File: src/sv/assert_macros.svh
// Assertion helpers for the packed sample decoder.
`ifndef ASSERT_MACROS_SVH
`define ASSERT_MACROS_SVH
`ifndef SYNTHESIS
`define ASSERT_CLK(label, clk, rst_n, prop) \
    label: assert property (@(posedge clk) disable iff (!rst_n) prop) \
        else $error("assertion failed");
`define ASSERT_ALWAYS(label, clk, prop) \
    label: assert property (@(posedge clk) prop) else $error("assertion failed");
`else
`define ASSERT_CLK(label, clk, rst_n, prop)
`define ASSERT_ALWAYS(label, clk, prop)
`endif
`endif

File: src/sv/p20f_pkg.sv
package p20f_pkg;
    typedef struct packed {
        logic [15:0] word;
        logic        trace_start;
    } t_in;

    typedef struct packed {
        logic [31:0] sample_bits;
        logic [1:0]  channel;
        logic        group_last;
    } t_out;

    typedef struct packed {
        logic [15:0] mag;
        logic        neg;
        logic [3:0]  expo;
        logic [1:0]  channel;
    } t_job;

    localparam int unsigned LastPos = 4;
endpackage

File: src/sv/p20f_front.sv
module p20f_front (
    input  logic            i_clk,
    input  logic            i_rst_n,
    input  logic            i_valid,
    output logic            o_stall,
    input  p20f_pkg::t_in   i_data,
    output logic            o_valid,
    input  logic            i_stall,
    output p20f_pkg::t_job  o_job
);
    import p20f_pkg::*;

    logic [2:0]  r_pos, n_pos;
    logic [15:0] r_expw, n_expw;
    logic        r_valid, n_valid;
    t_job        r_job, n_job;
    logic        take, is_exp;
    logic [16:0] sfrac;
    logic [1:0]  ch;

    assign o_stall = r_valid && i_stall;
    assign take    = i_valid && !o_stall;
    assign is_exp  = i_data.trace_start || r_pos == 3'd0 || r_pos > 3'(LastPos);
    assign ch      = 2'(r_pos - 3'd1);

    always_comb begin
        n_pos   = r_pos;
        n_expw  = r_expw;
        n_valid = r_valid && i_stall;
        n_job   = r_job;
        sfrac   = {i_data.word[15], i_data.word} + 17'(i_data.word[15]);
        if (take) begin
            if (is_exp) begin
                n_expw = i_data.word;
                n_pos  = 3'd1;
            end else begin
                n_valid     = 1'b1;
                n_job.neg   = sfrac[16];
                n_job.mag   = sfrac[16] ? 16'(-sfrac) : sfrac[15:0];
                n_job.expo  = 4'(r_expw >> (4'd12 - {ch, 2'b00}));
                n_job.channel = ch;
                n_pos = (ch == 2'd3) ? 3'd0 : r_pos + 3'd1;
            end
        end
    end

    always_ff @(posedge i_clk) begin
        if (!i_rst_n) begin
            r_pos   <= '0;
            r_expw  <= '0;
            r_valid <= 1'b0;
        end else begin
            r_pos   <= n_pos;
            r_expw  <= n_expw;
            r_valid <= n_valid;
        end
        r_job <= n_job;
    end

    assign o_valid = r_valid;
    assign o_job   = r_job;
endmodule

File: src/sv/p20f_back.sv
module p20f_back (
    input  logic            i_clk,
    input  logic            i_rst_n,
    input  logic            i_valid,
    output logic            o_stall,
    input  p20f_pkg::t_job  i_job,
    output logic            o_valid,
    input  logic            i_stall,
    output p20f_pkg::t_out  o_data
);
    import p20f_pkg::*;

    logic        r_valid;
    t_out        r_out, n_out;
    logic [3:0]  top;
    logic [15:0] shifted;

    assign o_stall = r_valid && i_stall;

    always_comb begin
        top = '0;
        for (int i = 1; i < 16; i++) begin
            if (i_job.mag[i]) top = 4'(i);
        end
        shifted = i_job.mag << (4'd15 - top);
        n_out.channel    = i_job.channel;
        n_out.group_last = i_job.channel == 2'd3;
        if (i_job.mag == '0) begin
            n_out.sample_bits = '0;
        end else begin
            n_out.sample_bits = {i_job.neg, 8'(8'd112 + {4'd0, top} + {4'd0, i_job.expo}),
                                 shifted[14:0], 8'd0};
        end
    end

    always_ff @(posedge i_clk) begin
        if (!i_rst_n) begin
            r_valid <= 1'b0;
        end else if (!o_stall) begin
            r_valid <= i_valid;
        end
        if (!o_stall && i_valid) r_out <= n_out;
    end

    assign o_valid = r_valid;
    assign o_data  = r_out;
endmodule

File: src/sv/packed_20bit_to_float.sv
// Packed 20-bit sample decoder.
// The input channel takes one 16-bit word per request with a trace-start
// flag. Words form groups of five: an exponent word, then four fractions.
// The exponent word produces no output; each fraction produces one request
// on the output channel with IEEE single bits, its channel and a group-last
// flag. A trace start makes its word the exponent word of a new group.
// Throughput is one word per cycle while the input stall is low. A
// fraction passes through the front stage, which selects the exponent
// and takes the magnitude, and then the back stage, which normalizes
// and packs the result.
// When the receiver stalls, the back stage holds its result, then the
// front stage fills, and then the input stall rises.
// Reset clears both stages and the group position, so the next word is
// taken as an exponent word.
`include "assert_macros.svh"
module packed_20bit_to_float (
    input  logic           i_clk,
    input  logic           i_rst_n,
    input  logic           i_valid,
    output logic           o_stall,
    input  p20f_pkg::t_in  i_data,
    output logic           o_valid,
    input  logic           i_stall,
    output p20f_pkg::t_out o_data
);
    import p20f_pkg::*;

    logic mid_valid, mid_stall;
    t_job mid_job;

    p20f_front u_front (
        .i_clk, .i_rst_n, .i_valid, .o_stall, .i_data,
        .o_valid(mid_valid), .i_stall(mid_stall), .o_job(mid_job)
    );

    p20f_back u_back (
        .i_clk, .i_rst_n, .i_valid(mid_valid), .o_stall(mid_stall), .i_job(mid_job),
        .o_valid, .i_stall, .o_data
    );

    `ASSERT_CLK(a_hold, i_clk, i_rst_n, o_valid && i_stall |=> o_valid && $stable(o_data))
    `ASSERT_CLK(a_stall, i_clk, i_rst_n, o_stall |-> o_valid && i_stall)
    `ASSERT_ALWAYS(a_reset, i_clk, !i_rst_n |=> !o_valid && !o_stall)
endmodule
File: config.mk
export PLATFORM = sky130hd
export DESIGN_NAME = packed_20bit_to_float
export DESIGN_NICKNAME = d
export VERILOG_FILES = /design/src/sv/p20f_pkg.sv /design/src/sv/p20f_front.sv /design/src/sv/p20f_back.sv /design/src/sv/packed_20bit_to_float.sv
export VERILOG_INCLUDE_DIRS = /design/src /design/src/sv
export SDC_FILE = /design/constraint.sdc
export NUM_CORES = 1
export LEC_CHECK = 0
export ABC_AREA = 0
export BUFFER_PORTS_ARGS = -buffer_cell sky130_fd_sc_hd__buf_2
export CAP_MARGIN = 10
export CORE_MARGIN = 3
export CORE_UTILIZATION = 55
export DETAILED_ROUTE_END_ITERATION = 8
export PLACE_DENSITY = 0.74
export SKIP_LAST_GASP = 1
export SLEW_MARGIN = 25
export SYNTH_ARGS = -nofsm -noshare
export SYNTH_HDL_FRONTEND = slang
export SYNTH_SLANG_ARGS = --single-unit
File: constraint.sdc
create_clock -name i_clk -period 7.95 [get_ports i_clk]
set_clock_uncertainty 0.05 [all_clocks]
set_input_delay 0.3975 -clock i_clk [delete_from_list [all_inputs] [get_ports i_clk]]
set_output_delay 0.3975 -clock i_clk [all_outputs]
set_load 0.005 [all_outputs]
==> summary.txt <==
Worst setup path
  • CP Cell Sequence: nor4_4 > o21ai_1 > ha_1 > a21o_1 > fa_1 > and2_1
  • FF-to-FF End: u_back.o_data[29]
  • Setup crit end kind: flip-flop
  • Crit-path slowest cell: nor4_4
  • Worst reg-to-reg path cell count: 6
  • R2r setup slk: 4.97 ns
  • CP Max Fanout: 12
  • Crit path launch type: flip-flop
  • Worst endpoint required time: 8.00 ns
  • RR Startpoint: u_front.o_job[19]
  • CP top delay family: adder cells
  • CP arrival: 3.03 ns
  • Crit. Startpoint: u_front.o_job[19]
  • Crit Path Class: reg2reg
  • CP Buf/Inv Count: 0
  • Crit-path max cell delay: 0.62 ns

Logic synthesis
  • Yosys Warn Count: 0
  • Synth unique cells: 73
  • Post-synth ARST share: 0
  • Post-Syn Area: 4586 sq um
  • Top_reg_cell synth: edfxtp_1
  • Sequential fraction of the synthesis area: 0.4126
  • Yosys reg bits: 70
  • EDFF count, synth: 49
  • Syn Inst Count: 481
  • Syn avg cell area: 9.534 sq um

Placed design
  • IO Port Bufs: 49
  • Post-DP Area: 4860 sq um
  • Placer Congestion: 1.018
  • Cell count after placement: 612
  • Dpl ws: 4.913 ns
  • Post-DP HPWL: 7.539 mm

STA
  • Post-layout minimum cycle time: 2.978 ns
  • Final setup TNS: 0 ns
  • Hold Worst Slack: 0.2876 ns
  • Endpoints failing hold: 0
  • Setup ws final: 4.972 ns
  • RSZ-0062 raised after global routing: false
  • Worst slew pin tran: 1.050 ns
  • Final setup fails: 0
  • Fmax: 0.3358 GHz
  • Share of the clock period used by the worst path after layout: 0.3746
  • Max_slew headroom: 0.2951
  • Slew Viols, Final: 0

CTS
  • Clock Path Buffers: 2
  • CTS clk-pin slew, worst paths: 0.08 ns
  • CTS Sinks: 70
  • CTS resizes: 0
  • Hold Buf Count CTS: 0
  • Clock latency on the worst-skew pair: 0.34 ns
  • CTS Buf Count: 9
  • TritonCTS clock tree: done
  • CTS HTree Levels: 3
  • Post-CTS Setup Bufs: 0
  • Root buf cell: clkbuf_8

Routing
  • TritonRoute pass-1 iters: 5
  • Remaining DRCs: 0
  • DR iter-0 viols: 196
  • Wire per inst: 16.14 um
  • Via count: 3,717
  • Post-route ant nets: 0
  • Vias per cell: 5.919
  • Overall routed net length: 10.14 mm

GRT
  • Number of global-route vias before repair: 3,526
  • Met2 usage: 0.3498
  • Antenna violations before repair: 0
  • Total GRT Usage: 0.2180
  • Met1 Use GR: 0.2895
  • Met3 Track Usage GR: 0.03733
  • First-pass GRT wire length: 16.98 mm
  • Pin count of the biggest net entering global routing: 27
  • Busiest grt layer: met2
  • Overflow after GRT: 0

Final layout
  • Layout cells sized above 1: 0.1863
  • Count of non-filler cells in the finished layout: 628
  • # fillers: 684
  • Most frequent cells in the layout: 67 x nand2_1, 49 x buf_2, 49 x edfxtp_1, 30 x nor2_1, 21 x dfxtp_1
  • ANT cells: 0
  • Fin area: 5056 sq um
  • Most common cell after layout, fill and taps aside: nand2_1
  • Area grow syn2layout: 10.26%
  • Post-Route Utilization: 0.6378
  • Layout Nets: 554

Min path
  • Type of the tightest min-delay check: in2reg
  • Worst hold endpoint: u_front.r_expw[0]
  • WHS Path Cells: 3
  • Hold path start: i_data[1]

Floorplan
  • Initial Utilization: 0.5784
  • Top Ports: 58
  • Die Width: 97.31 um
  • Die area: 9469 sq um
  • Core Box Area: 7928 sq um
  • Rows: 32
  • Die Ht: 97.31 um

Run status
  • Status: completed

Flow run
  • Max-cap violations: 0

Power
  • Leak Pwr: 1.864 nW
  • PD cells: 158.7 nW/um^2
  • Final Power: 0.8023 mW
  • Peak supply drop: 0.1105 mV
## worst max path at each step
stage,cells past startpoint,slack (ns),end
after global routing,6,4.80,u_back.o_data[29]
after floorplan,5,4.63,u_front.o_job[0]
after detailed placement,12,4.91,u_front.o_job[10]
after CTS,6,5.01,u_back.o_data[29]
after global placement,6,4.99,u_back.o_data[29]
final,6,4.97,u_back.o_data[29]
## metal layers
metal,vias up,wire (um)
met5,-,0
met4,0,295
li1,1829,-
met3,29,662
met2,177,4867
met1,1682,4312
## cells in the mapped netlist (2+ instances only)
master,count,share of area
o21ai_0,16,0.017
mux2i_1,5,0.011
a211o_1,2,0.0038
o21ai_2,2,0.0038
and4_1,3,0.0057
xnor2_1,16,0.031
o21ai_1,6,0.0065
nor2_1,30,0.025
mux2_2,3,0.0074
fa_1,2,0.0087
nor3b_1,2,0.0033
nor4_1,6,0.0082
o21a_1,3,0.0049
inv_2,4,0.0033
buf_4,11,0.018
mux4_2,6,0.029
a211oi_1,2,0.0033
nor3_1,8,0.0087
o22ai_1,3,0.0041
a21o_1,6,0.0098
and3_1,4,0.0055
nor2b_1,10,0.014
o211ai_1,6,0.0098
edfxtp_1,49,0.32
nand2b_1,7,0.0095
dfxtp_1,21,0.092
ha_1,10,0.027
o31ai_1,5,0.0082
nand3_1,17,0.019
xor2_1,10,0.019
a22o_1,2,0.0038
a31oi_1,9,0.012
nand2_1,67,0.055
inv_1,16,0.013
a21boi_0,18,0.029
a22oi_1,4,0.0065
a311oi_1,3,0.0057
nand4_1,5,0.0068
buf_2,8,0.0087
or3_1,4,0.0055
o311ai_0,2,0.0038
clkbuf_1,12,0.0098
and2_1,10,0.014
a21oi_1,17,0.019
## tightest hold or removal path, delay by kind of cell
kind | cells | cell delay [ns]
AO/OA/AOI/OAI | 1 | 0.07
buffers and inverters | 1 | 0.11
AND/OR/NAND/NOR | 1 | 0.06
## flip-flops by register name, indices dropped and copies added (netlist names)
signal	flops
u_back.o_data	26
u_back.o_valid	1
u_front.o_job	23
u_front.o_valid	1
u_front.r_expw	16
u_front.r_pos	3
## cell type report
type / instances / area, sq um / share of cell area
Multi-Input combinational cell: 365 / 2474 / 0.4892
Sequential cell: 70 / 1892 / 0.3742
Timing Repair Buffer: 54 / 282.8 / 0.05593
Tap cell: 102 / 127.6 / 0.02524
Clock buffer: 9 / 123.9 / 0.02450
Inverter: 21 / 83.83 / 0.01658
Clock inverter: 7 / 72.57 / 0.01435
## cells by family (layout without fill, tap and decap cells)
kind of cell	Yosys count	after routing	share of synthesized area
xor+xnor	26	26	0.04966
mux	14	14	0.04775
fa+ha+maj	12	12	0.03602
simple gates	181	181	0.2019
compound gates	124	124	0.1956
flops	70	70	0.4126
other cells	1	8	0.0008178
buf+inv	53	91	0.05566
## where the power goes
part	total, mW	switching, mW	internal, mW
combinational	0.104	0.0615	0.0423
sequential	0.414	0.0104	0.404
clock	0.284	0.139	0.145
Note: power is estimated with default switching activity, not from simulation.
